--- src/rtl/core/rrld_pkg.sv ---
// Shared types and constants of the raster run-length line decoder.
package rrld_pkg;

  localparam int unsigned MaxDimensionDefault = 16384;

  localparam logic [7:0] ESC_BYTE = 8'd128;

  localparam logic [1:0] KIND_BYTE     = 2'd0;
  localparam logic [1:0] KIND_CONTINUE = 2'd1;
  localparam logic [1:0] KIND_START    = 2'd2;
  localparam logic [1:0] KIND_UNUSED   = 2'd3;

  localparam logic [1:0] DEPTH_MONO  = 2'd0;
  localparam logic [1:0] DEPTH_INDEX = 2'd1;
  localparam logic [1:0] DEPTH_RGB24 = 2'd2;
  localparam logic [1:0] DEPTH_RGB32 = 2'd3;

  localparam logic [2:0] REG_IMAGE_WIDTH  = 3'd0;
  localparam logic [2:0] REG_IMAGE_HEIGHT = 3'd1;
  localparam logic [2:0] REG_DEPTH_MODE   = 3'd2;
  localparam logic [2:0] REG_RLE          = 3'd3;
  localparam logic [2:0] REG_RGB_ORDER    = 3'd4;

  typedef struct packed {
    logic [14:0] image_width;
    logic [14:0] image_height;
    logic [1:0]  depth_mode;
    logic        run_length_coded;
    logic        rgb_order;
  } cfg_t;

  typedef struct packed {
    logic [16:0] line_byte_index;
    logic [14:0] pixel_column;
    logic [14:0] row_index;
    logic [23:0] color_assembly;
    logic [1:0]  byte_in_pixel;
    logic        image_finished;
  } fmt_state_t;

  // One accepted item expands into a burst of results.
  typedef struct packed {
    logic        mono;
    logic [23:0] data;
    logic [3:0]  count;
    logic        row_end;
    logic        image_end;
    logic        run_pending;
    logic        protocol_error;
  } burst_t;

endpackage

--- src/rtl/core/raster_rle_line_decoder.sv ---
// Raster line decoder top level: register port, run-length decoding and state.
//
// Takes one image byte per transfer and gives pixels, after optional escape-128
// run-length decoding and formatting by pixel depth. A new input transfer can be
// taken every cycle unless the output stalls or a burst drains: the run-length
// and row state update in the cycle of the transfer, and the resulting pixels
// land in an output register. Items at 8, 24 and 32 bits per pixel produce one
// result and so sustain one item per cycle when not stalled; a 1-bit item
// yields up to eight pixels, sent one per cycle unless stalled, with input held
// until the last. Each byte of a pending run needs one continue item.
module raster_rle_line_decoder import rrld_pkg::*; #(
  parameter int unsigned MAX_DIMENSION = MaxDimensionDefault
) (
  input  logic        clk_i,
  input  logic        rst_ni,
  input  logic        psel,
  input  logic        penable,
  input  logic        pwrite,
  input  logic [4:0]  paddr,
  input  logic [31:0] pwdata,
  output logic [31:0] prdata,
  output logic        pready,
  input  logic        in_valid_i,
  output logic        in_stall_o,
  input  logic [1:0]  kind_i,
  input  logic [7:0]  data_byte_i,
  output logic        out_valid_o,
  input  logic        out_stall_i,
  output logic        pixel_valid_o,
  output logic [23:0] pixel_o,
  output logic        row_end_o,
  output logic        image_end_o,
  output logic        run_pending_o,
  output logic        protocol_error_o,
  output logic        last_o
);

  typedef enum logic [1:0] {
    ESC_IDLE,
    ESC_SEEN,
    ESC_COUNT
  } esc_e;

  cfg_t       cfg_q;
  esc_e       esc_q, esc_d;
  logic [7:0] run_left_q, run_left_d;
  logic [7:0] run_value_q, run_value_d;
  fmt_state_t fmt_q, fmt_d;
  fmt_state_t fmt_next;
  logic [7:0] fmt_byte;
  logic       do_fmt;
  logic       err;
  logic       pending;
  logic       busy;
  logic       load;
  burst_t     burst;
  logic [3:0] f_count;
  logic [23:0] f_data;
  logic       f_mono;
  logic       f_row_end;
  logic       f_image_end;
  logic [2:0] reg_idx;
  logic       cfg_write;

  assign pready    = 1'b1;
  assign reg_idx   = paddr[4:2];
  assign cfg_write = psel && penable && pwrite;

  always_ff @(posedge clk_i or negedge rst_ni) begin
    if (!rst_ni) begin
      cfg_q.image_width      <= 15'd1;
      cfg_q.image_height     <= 15'd1;
      cfg_q.depth_mode       <= DEPTH_INDEX;
      cfg_q.run_length_coded <= 1'b0;
      cfg_q.rgb_order        <= 1'b0;
    end else if (cfg_write) begin
      case (reg_idx)
        REG_IMAGE_WIDTH:  cfg_q.image_width      <= pwdata[14:0];
        REG_IMAGE_HEIGHT: cfg_q.image_height     <= pwdata[14:0];
        REG_DEPTH_MODE:   cfg_q.depth_mode       <= pwdata[1:0];
        REG_RLE:          cfg_q.run_length_coded <= pwdata[0];
        REG_RGB_ORDER:    cfg_q.rgb_order        <= pwdata[0];
        default: ;
      endcase
    end
  end

  always_comb begin
    case (reg_idx)
      REG_IMAGE_WIDTH:  prdata = {17'd0, cfg_q.image_width};
      REG_IMAGE_HEIGHT: prdata = {17'd0, cfg_q.image_height};
      REG_DEPTH_MODE:   prdata = {30'd0, cfg_q.depth_mode};
      REG_RLE:          prdata = {31'd0, cfg_q.run_length_coded};
      REG_RGB_ORDER:    prdata = {31'd0, cfg_q.rgb_order};
      default:          prdata = '0;
    endcase
  end

  assign pending = (esc_q == ESC_IDLE) && (run_left_q != 8'd0);

  rrld_format #(
    .MAX_DIMENSION(MAX_DIMENSION)
  ) u_format (
    .cfg_i       (cfg_q),
    .st_i        (fmt_q),
    .byte_i      (fmt_byte),
    .st_o        (fmt_next),
    .count_o     (f_count),
    .data_o      (f_data),
    .mono_o      (f_mono),
    .row_end_o   (f_row_end),
    .image_end_o (f_image_end)
  );

  always_comb begin
    esc_d       = esc_q;
    run_left_d  = run_left_q;
    run_value_d = run_value_q;
    fmt_d       = fmt_q;
    err         = 1'b0;
    do_fmt      = 1'b0;
    fmt_byte    = data_byte_i;

    if (kind_i == KIND_START) begin
      esc_d       = ESC_IDLE;
      run_left_d  = '0;
      run_value_d = '0;
      fmt_d       = '0;
    end else if (kind_i == KIND_UNUSED || fmt_q.image_finished) begin
      err = 1'b1;
    end else if (kind_i == KIND_CONTINUE) begin
      if (!pending) begin
        err = 1'b1;
      end else begin
        run_left_d = run_left_q - 8'd1;
        fmt_byte   = run_value_q;
        do_fmt     = 1'b1;
      end
    end else if (pending) begin
      err = 1'b1;
    end else if (!cfg_q.run_length_coded) begin
      esc_d      = ESC_IDLE;
      run_left_d = '0;
      do_fmt     = 1'b1;
    end else begin
      case (esc_q)
        ESC_IDLE: begin
          if (data_byte_i == ESC_BYTE) begin
            esc_d = ESC_SEEN;
          end else begin
            do_fmt = 1'b1;
          end
        end
        ESC_SEEN: begin
          if (data_byte_i == 8'd0) begin
            esc_d    = ESC_IDLE;
            fmt_byte = ESC_BYTE;
            do_fmt   = 1'b1;
          end else begin
            run_left_d = data_byte_i;
            esc_d      = ESC_COUNT;
          end
        end
        ESC_COUNT: begin
          run_value_d = data_byte_i;
          esc_d       = ESC_IDLE;
          do_fmt      = 1'b1;
        end
        default: begin
          esc_d = ESC_IDLE;
        end
      endcase
    end

    if (do_fmt) begin
      fmt_d = fmt_next;
    end
  end

  always_comb begin
    burst                = '0;
    burst.run_pending    = (esc_d == ESC_IDLE) && (run_left_d != 8'd0);
    burst.protocol_error = err;
    if (do_fmt) begin
      burst.mono      = f_mono;
      burst.data      = f_data;
      burst.count     = f_count;
      burst.row_end   = f_row_end;
      burst.image_end = f_image_end;
    end
  end

  assign in_stall_o = busy;
  assign load       = in_valid_i && !busy;

  always_ff @(posedge clk_i or negedge rst_ni) begin
    if (!rst_ni) begin
      esc_q       <= ESC_IDLE;
      run_left_q  <= '0;
      run_value_q <= '0;
      fmt_q       <= '0;
    end else if (load) begin
      esc_q       <= esc_d;
      run_left_q  <= run_left_d;
      run_value_q <= run_value_d;
      fmt_q       <= fmt_d;
    end
  end

  rrld_out u_out (
    .clk_i            (clk_i),
    .rst_ni           (rst_ni),
    .load_i           (load),
    .burst_i          (burst),
    .busy_o           (busy),
    .out_valid_o      (out_valid_o),
    .out_stall_i      (out_stall_i),
    .pixel_valid_o    (pixel_valid_o),
    .pixel_o          (pixel_o),
    .row_end_o        (row_end_o),
    .image_end_o      (image_end_o),
    .run_pending_o    (run_pending_o),
    .protocol_error_o (protocol_error_o),
    .last_o           (last_o)
  );

endmodule

--- src/rtl/core/rrld_format.sv ---
// Byte formatter: turns one decoded byte into pixels and the next row position.
module rrld_format import rrld_pkg::*; #(
  parameter int unsigned MAX_DIMENSION = MaxDimensionDefault
) (
  input  cfg_t        cfg_i,
  input  fmt_state_t  st_i,
  input  logic [7:0]  byte_i,
  output fmt_state_t  st_o,
  output logic [3:0]  count_o,
  output logic [23:0] data_o,
  output logic        mono_o,
  output logic        row_end_o,
  output logic        image_end_o
);

  function automatic logic [14:0] clamp_dim(input logic [14:0] v);
    logic [14:0] r;
    r = v;
    if (v == 15'd0) begin
      r = 15'd1;
    end else if (32'(v) > 32'(MAX_DIMENSION)) begin
      r = 15'(MAX_DIMENSION);
    end
    return r;
  endfunction

  logic [14:0] w;
  logic [14:0] h;
  logic [16:0] w17;
  logic [16:0] line_len;
  logic [17:0] row_span;
  logic        row_last;
  logic        col_ok;
  logic [15:0] room;
  logic        px_en;
  logic [23:0] px_data;
  logic [23:0] ca;

  assign w        = clamp_dim(cfg_i.image_width);
  assign h        = clamp_dim(cfg_i.image_height);
  assign w17      = {2'b00, w};
  assign row_last = ({1'b0, st_i.row_index} + 16'd1) >= {1'b0, h};
  assign col_ok   = st_i.pixel_column < w;
  assign room     = {1'b0, w} - {1'b0, st_i.pixel_column};

  always_comb begin
    case (cfg_i.depth_mode)
      DEPTH_MONO:  line_len = (w17 + 17'd7) >> 3;
      DEPTH_INDEX: line_len = w17;
      DEPTH_RGB24: line_len = (w17 << 1) + w17;
      default:     line_len = w17 << 2;
    endcase
  end

  assign row_span = {1'b0, line_len} + {17'd0, line_len[0]};

  always_comb begin
    st_o        = st_i;
    count_o     = '0;
    data_o      = '0;
    mono_o      = 1'b0;
    row_end_o   = 1'b0;
    image_end_o = 1'b0;
    px_en       = 1'b0;
    px_data     = '0;
    ca          = st_i.color_assembly;

    if (st_i.line_byte_index < line_len) begin
      case (cfg_i.depth_mode)
        DEPTH_MONO: begin
          mono_o = 1'b1;
          data_o = {16'd0, byte_i};
          if (col_ok) begin
            if (room >= 16'd8) begin
              count_o   = 4'd8;
              row_end_o = (room == 16'd8);
            end else begin
              count_o   = room[3:0];
              row_end_o = 1'b1;
            end
            image_end_o       = row_end_o && row_last;
            st_o.pixel_column = st_i.pixel_column + 15'(count_o);
          end
        end
        DEPTH_INDEX: begin
          px_en   = 1'b1;
          px_data = {16'd0, byte_i};
        end
        DEPTH_RGB24: begin
          if (cfg_i.rgb_order) begin
            case (st_i.byte_in_pixel)
              2'd0:    ca[23:16] = byte_i;
              2'd1:    ca[15:8]  = byte_i;
              default: ca[7:0]   = byte_i;
            endcase
          end else begin
            case (st_i.byte_in_pixel)
              2'd0:    ca[7:0]   = byte_i;
              2'd1:    ca[15:8]  = byte_i;
              default: ca[23:16] = byte_i;
            endcase
          end
          if (st_i.byte_in_pixel >= 2'd2) begin
            px_en               = 1'b1;
            px_data             = ca;
            st_o.color_assembly = '0;
            st_o.byte_in_pixel  = 2'd0;
          end else begin
            st_o.color_assembly = ca;
            st_o.byte_in_pixel  = st_i.byte_in_pixel + 2'd1;
          end
        end
        default: begin
          if (cfg_i.rgb_order) begin
            case (st_i.byte_in_pixel)
              2'd0:    ca[23:16] = byte_i;
              2'd1:    ca[15:8]  = byte_i;
              2'd2:    ca[7:0]   = byte_i;
              default: ca        = st_i.color_assembly;
            endcase
          end else begin
            case (st_i.byte_in_pixel)
              2'd1:    ca[7:0]   = byte_i;
              2'd2:    ca[15:8]  = byte_i;
              2'd3:    ca[23:16] = byte_i;
              default: ca        = st_i.color_assembly;
            endcase
          end
          if (st_i.byte_in_pixel == 2'd3) begin
            px_en               = 1'b1;
            px_data             = ca;
            st_o.color_assembly = '0;
            st_o.byte_in_pixel  = 2'd0;
          end else begin
            st_o.color_assembly = ca;
            st_o.byte_in_pixel  = st_i.byte_in_pixel + 2'd1;
          end
        end
      endcase

      if (px_en && col_ok) begin
        count_o           = 4'd1;
        data_o            = px_data;
        row_end_o         = (room == 16'd1);
        image_end_o       = row_end_o && row_last;
        st_o.pixel_column = st_i.pixel_column + 15'd1;
      end
    end

    st_o.line_byte_index = st_i.line_byte_index + 17'd1;
    if (({1'b0, st_i.line_byte_index} + 18'd1) >= row_span) begin
      st_o.line_byte_index = '0;
      st_o.pixel_column    = '0;
      st_o.byte_in_pixel   = 2'd0;
      st_o.color_assembly  = '0;
      st_o.row_index       = st_i.row_index + 15'd1;
      if (row_last) begin
        st_o.image_finished = 1'b1;
      end
    end
  end

endmodule

--- src/rtl/core/rrld_out.sv ---
// Result register and serializer that drains one burst a result per cycle when not stalled.
module rrld_out import rrld_pkg::*; (
  input  logic        clk_i,
  input  logic        rst_ni,
  input  logic        load_i,
  input  burst_t      burst_i,
  output logic        busy_o,
  output logic        out_valid_o,
  input  logic        out_stall_i,
  output logic        pixel_valid_o,
  output logic [23:0] pixel_o,
  output logic        row_end_o,
  output logic        image_end_o,
  output logic        run_pending_o,
  output logic        protocol_error_o,
  output logic        last_o
);

  logic   valid_q;
  logic   valid_d;
  burst_t burst_q;
  burst_t burst_d;
  logic   fire;
  logic   final_res;

  assign final_res = burst_q.count <= 4'd1;
  assign fire      = valid_q && !out_stall_i;
  assign busy_o    = valid_q && !(fire && final_res);

  always_comb begin
    valid_d = valid_q;
    burst_d = burst_q;
    if (load_i) begin
      valid_d = 1'b1;
      burst_d = burst_i;
    end else if (fire && final_res) begin
      valid_d = 1'b0;
    end else if (fire) begin
      burst_d.count = burst_q.count - 4'd1;
      burst_d.data  = {burst_q.data[22:0], 1'b0};
    end
  end

  always_ff @(posedge clk_i or negedge rst_ni) begin
    if (!rst_ni) begin
      valid_q <= 1'b0;
    end else begin
      valid_q <= valid_d;
    end
  end

  always_ff @(posedge clk_i) begin
    burst_q <= burst_d;
  end

  assign out_valid_o      = valid_q;
  assign pixel_valid_o    = burst_q.count != 4'd0;
  assign pixel_o          = !pixel_valid_o ? 24'd0 :
                            burst_q.mono ? {23'd0, burst_q.data[7]} : burst_q.data;
  assign row_end_o        = pixel_valid_o && final_res && burst_q.row_end;
  assign image_end_o      = pixel_valid_o && final_res && burst_q.image_end;
  assign run_pending_o    = burst_q.run_pending;
  assign protocol_error_o = burst_q.protocol_error;
  assign last_o           = final_res;

endmodule

--- config.mk ---
export PLATFORM = sky130hd
export DESIGN_NAME = raster_rle_line_decoder
export DESIGN_NICKNAME = d
export VERILOG_FILES = /design/src/rtl/core/rrld_pkg.sv /design/src/rtl/core/raster_rle_line_decoder.sv /design/src/rtl/core/rrld_format.sv /design/src/rtl/core/rrld_out.sv
export SDC_FILE = /design/constraint.sdc
export NUM_CORES = 1
export LEC_CHECK = 0
export BUFFER_PORTS_ARGS = -buffer_cell sky130_fd_sc_hd__buf_2
export CAP_MARGIN = 20
export CORE_MARGIN = 2
export CORE_UTILIZATION = 46
export DETAILED_ROUTE_END_ITERATION = 10
export GPL_TIMING_DRIVEN = 0
export PLACE_DENSITY = 0.6
export SETUP_SLACK_MARGIN = 0.5
export SLEW_MARGIN = 25
export SYNTH_ARGS = -nofsm -noshare
export SYNTH_HDL_FRONTEND = slang
export SYNTH_HIERARCHICAL = 1
export SYNTH_SLANG_ARGS = --single-unit
--- constraint.sdc ---
create_clock -name clk_i -period 8.7 [get_ports clk_i]
set_clock_uncertainty 0.2 [all_clocks]
set_input_delay 0.435 -clock clk_i [delete_from_list [all_inputs] [get_ports clk_i]]
set_output_delay 0.435 -clock clk_i [all_outputs]
set_load 0.05 [all_outputs]
# ---- After elaboration in Yosys (flattened, before gate mapping)
# Index checks and enable logic that the tools add are counted.
dict set report word_totals {
  input_bits 54
  word_cells 230
  register_bits 160
  output_inout_bits 65
}
dict set report classes {
  n_addsub 13
  order_cmp 9
  n_reduce_logical 49
  n_eq_ne 27
  mux 110
}
# op count
set op_table {}
lappend op_table {{$mux W8} 32}
lappend op_table {{$mux W74} 3}
lappend op_table {{$mux W24} 8}
lappend op_table {{$mux W15} 8}
lappend op_table {{$mux W28} 3}
lappend op_table {{$mux W26} 3}
lappend op_table {{$pmux W15 S5} 1}
lappend op_table {{$pmux W24 S3} 1}
lappend op_table {{$pmux W26 S2} 1}
lappend op_table {{$pmux W17 S3} 1}
lappend op_table {{$mux W4} 8}
lappend op_table {{$add A15 B1 Y15 const B} 2}
lappend op_table {{$gt A15 B15 Y1 const B} 2}
lappend op_table {{$logic_not A15 Y1} 2}
lappend op_table {{$mux W1} 30}
lappend op_table {{$mux W30} 1}
lappend op_table {{$add A17 B1 Y18} 1}
lappend op_table {{$add A17 B1 Y18 const B} 1}
lappend op_table {{$ge A18 B18 Y1} 1}
lappend op_table {{$add A16 B15 Y17} 1}
lappend op_table {{$add A17 B1 Y17 const B} 1}
lappend op_table {{$lt A17 B17 Y1} 1}
lappend op_table {{$add A15 B1 Y16 const B} 1}
lappend op_table {{$add A15 B3 Y16 const B} 1}
lappend op_table {{other kinds (41)} 94}

# ---- Logic depth before layout (Yosys ltp)
dict set report logic_depth {
  ltp_word 16
  mapped_depth 28
  mapped_depth_nobuf 28
}

# ---- Modules after synthesis
# Netlist, hierarchy kept.
# mod seq_area_each_um2 area_each_um2 cells_per_inst instances
set modules_own_cells {}
lappend modules_own_cells {rrld_format 0.0 7383.3 1133 1}
lappend modules_own_cells {raster_rle_line_decoder 3156.8 6089.6 548 1}
lappend modules_own_cells {rrld_out 1016.0 1671.6 118 1}

# ---- Worst setup path after synthesis
# No wires, ideal clock.
dict set report synth_path {
  path_type {reg-to-reg}
  startpoint {register cfg_q[25] in the netlist's numbering}
  endpoint {register fmt_q[52] in the netlist's numbering}
  setup_slack_ps 2638
  stages_incl_launch_ff 22
  synth_period_minus_slack_ps 6062
  t_arrival_ps 5741
  setup_time_ps 121
  path_buffers 0
  required_ps 8379
  path_cell_list {dfrtp_1 nor4_2 a41oi_1 or2_2 ha_1 fa_1 nand2b_1 a21oi_1 a31oi_1 or4_1 or4_1 nand3b_4 or3b_1 fa_1 nand3b_1 a21oi_1 a41oi_1 nor4_1 nand3_1 xnor2_1 nor2_1 a22o_1}
}
# element line
set synth_lines {}
lappend synth_lines {{from (decl)} raster_rle_line_decoder.sv:44} ;# cfg_t cfg_q;
lappend synth_lines {{to (signal assigned)} raster_rle_line_decoder.sv:206} ;# fmt_q <= fmt_d;
lappend synth_lines {{to (decl)} raster_rle_line_decoder.sv:48} ;# fmt_state_t fmt_q, fmt_d;

==> results.json <==
{
  "status": "complete, no violations",
  "synth-edff-count": 33,
  "path_class": "flop to flop",
  "cts_made_buffers": 17,
  "wl_per_cell_um": 19.8,
  "h-tree-depth": 4,
  "final_common_cell": "nor2_1",
  "yosysUniqueCellTypes": 101,
  "place.gp.congestion": 0.918,
  "postRouteWirelength_mm": 47.1,
  "drc_errors": 0,
  "period_minus_slack_ns": 7.54,
  "drtAntennaViolNets": 0,
  "period_share_pct": 86.7,
  "port_buffers": 80,
  "synth.avg_cell_area_sq_um": 8.42,
  "nets": 2069,
  "ir_drop_v": 0.000171,
  "grt-ovfl-total": 0,
  "crit_path_end_kind": "flop",
  "n_antenna_cell": 0,
  "cp.required_ns": 8.71,
  "vias": 14300,
  "place_inst": 2338,
  "ys_seq_area_share_pct": 27.6,
  "syn_area_sq_um": 15100,
  "die_x_um": 185,
  "drt_iter0_drc": 1249,
  "grt_pass1_vias": 13300,
  "clkTransAtPathRegs_ns": 0.07,
  "worst_hold_slack_ns": 0.0258,
  "num_rows": 66,
  "yosysWarnings": 6,
  "drive_gt1_share_pct": 13.8,
  "dpl.hpwl_mm": 35.8,
  "netlist.top_cell.by_area": "dfrtp_1",
  "power_density_nw_per_um2": 280,
  "cp_max_fo": 12,
  "clk_latency_ns": 0.46,
  "grt_setup_unrepaired": "false",
  "maxSlewViolCount": 0,
  "design.core.area_sq_um": 32500,
  "cp.arrival_ns": 7.56,
  "setup_viol": 0,
  "crit_path_max_incr_delay_ns": 0.54,
  "nFillCells": 3194,
  "ys_ff_latch": 160,
  "async_reset_ff_share_pct": 79.4,
  "grt_pass1_wl_mm": 74.8,
  "io_pins": 119,
  "syn_inst": 1799,
  "grt_usage_pct": 27.8,
  "relSlewSlack_pct": 38.1,
  "layout_common_cells": "nor2_1 (166), nand2_1 (158), dfrtp_1 (123)",
  "dieArea_sq_um": 34400,
  "stdcell_count": 2371,
  "hold_class": "primary input to flop",
  "initial_core_util_pct": 46.7,
  "cts_setup_buffers": 0,
  "max-clock-path-buffers": 2,
  "antenna_found_initial": 0,
  "dr.pass1.iters": 6,
  "grt_max_degree": 87,
  "hold_viol_final": 0,
  "worst_pin_slew_ns": 0.923,
  "tritoncts": "built",
  "root_buffer": "clkbuf_16",
  "cp_slowest_cell": "dfrtp_2",
  "die_y_um": 185,
  "area_growth_syn_to_layout_pct": 11.0,
  "leakagePower_nw": 7.28,
  "drv_cap": 0,
  "critPathLaunchType": "flop",
  "cts_sinks": 160,
  "synthFlopType": "dfrtp_1",
  "synth.area.top_cells": "dfrtp_1 (20%), ha_1 (7.9%), edfxtp_1 (6.5%)",
  "max_freq_mhz": 133,
  "setup_tns_ns": 0,
  "synth_top_cell_area_share_pct": 20.5,
  "viasPerCell": 6.05
}
==> power breakdown <==
part | total [W] | leakage (nW) | switching [W] | internal (W)
sequential | 0.00126 | 2.02 | 0.000235 | 0.00102
clock | 0.000750 | 0.273 | 0.000342 | 0.000408
combinational | 0.00269 | 4.99 | 0.00170 | 0.000997
==> logic make-up after synthesis <==
| family | after synthesis | synth area share, % |
|---|---|---|
| buffers and inverters | 194 | 5.87 |
| and+or+nand+nor | 637 | 21.2 |
| adders and majority gates | 99 | 8.33 |
| muxes | 111 | 8.03 |
| xor gates and xnor gates | 84 | 4.86 |
| AOI/OAI and AO/OA | 511 | 24.0 |
| other | 3 | 0.0744 |
| DFF | 160 | 27.6 |
==> routing by layer <==
layer | GRT usage (%) | vias up | share of wire, %
met2 | 43.4 | 559 | 44
met5 | 0 | - | 0
met3 | 3.79 | 92 | 6.0
met1 | 38.8 | 6848 | 47
li1 | - | 6835 | -
met4 | 11.3 | 0 | 3.5
==> Yosys cell counts, drive strengths merged (23+ instances only) <==
cell type and number:
mux2i 39, a22oi 37, nand2 159, o21ai 81, mux2 71, nor2 167
xnor2 53, inv 67, clkbuf 82, nand2b 26, ha 96, nor2b 28
a21oi 98, edfxtp 33, o22ai 23, nor3 41, buf 44, xor2 31
dfrtp 124, a211oi 31, nand3 36, a22o 76, and2 79
==> through the flow <==
stage | total power (W) | setup slack, ns | utilization (%) | cell area, sq um
2_1_floorplan | 0.00323 | 2.64 | - | 15200
3_3_place_gp | 0.00387 | 0.560 | 49.8 | 16200
3_5_place_dp | 0.00391 | 0.525 | 49.9 | 16200
4_1_cts | 0.00468 | 0.504 | 51.7 | 16800
5_1_grt | 0.00503 | 0.666 | 51.8 | 16800
6_report | 0.00470 | 1.16 | 51.8 | 16800
==> worst paths after layout <==
| check | from | end | slack, ns | cells after the start |
|---|---|---|---|---|
| worst max register to register | cfg_q[33]$_DFFE_PN0P_ | u_out/burst_q[11]$_DFFE_PP_ | 1.16 | 26 |
| max in group asynchronous | rst_ni | cfg_q[33]$_DFFE_PN0P_ | 7.23 | 3 |
| worst min-delay path | pwdata[6] | cfg_q[25]$_DFFE_PN0P_ | 0.03 | 2 |
| worst min register to register | run_value_q[5]$_DFFE_PN0P_ | run_value_q[5]$_DFFE_PN0P_ | 0.29 | 2 |
| min in group asynchronous | rst_ni | run_left_q[0]$_DFFE_PN0P_ | 0.26 | 2 |
| worst max-delay path | cfg_q[33]$_DFFE_PN0P_ | u_out/burst_q[11]$_DFFE_PP_ | 1.16 | 26 |
==> state kept, by name, summed over array words and instances (netlist names) <==
register                cells
cfg_q                      34
esc_q                       2
fmt_q                      74
run_left_q                  8
run_value_q                 8
u_out/burst_q              31
u_out/out_valid_o           1
u_out/protocol_error_o      1
u_out/run_pending_o         1
==> worst max-delay path: cells and delay by family, from the launching register on <==
family	cells	cell delay (ns)
mux	1	0.26
buf+inv	7	1.96
flops	1	0.54
compound gates	6	1.28
fa+ha+maj	2	0.54
simple gates	10	2.49
==> what timing repair did <==
| action | 4_1_cts | 5_1_grt |
|---|---|---|
| hold buffers | 1 | 0 |
| resized for setup | 0 | 7 |
| setup endpoints to repair | 0 | 24 |
| hold endpoints to repair | 41 | 0 |
==> area by class of cell <==
type / instances / area [sq um] / share of cell area, %
sequential: 160 / 4170 / 24.8
clock buffer: 22 / 497 / 2.96
timing repair buffer: 82 / 448 / 2.67
multi-input combinational: 1461 / 10200 / 60.5
inverter: 68 / 255 / 1.52
buffer: 126 / 637 / 3.79
clock inverter: 10 / 76.3 / 0.454
tap: 442 / 553 / 3.29
Note: power is estimated with default switching activity, not from simulation.
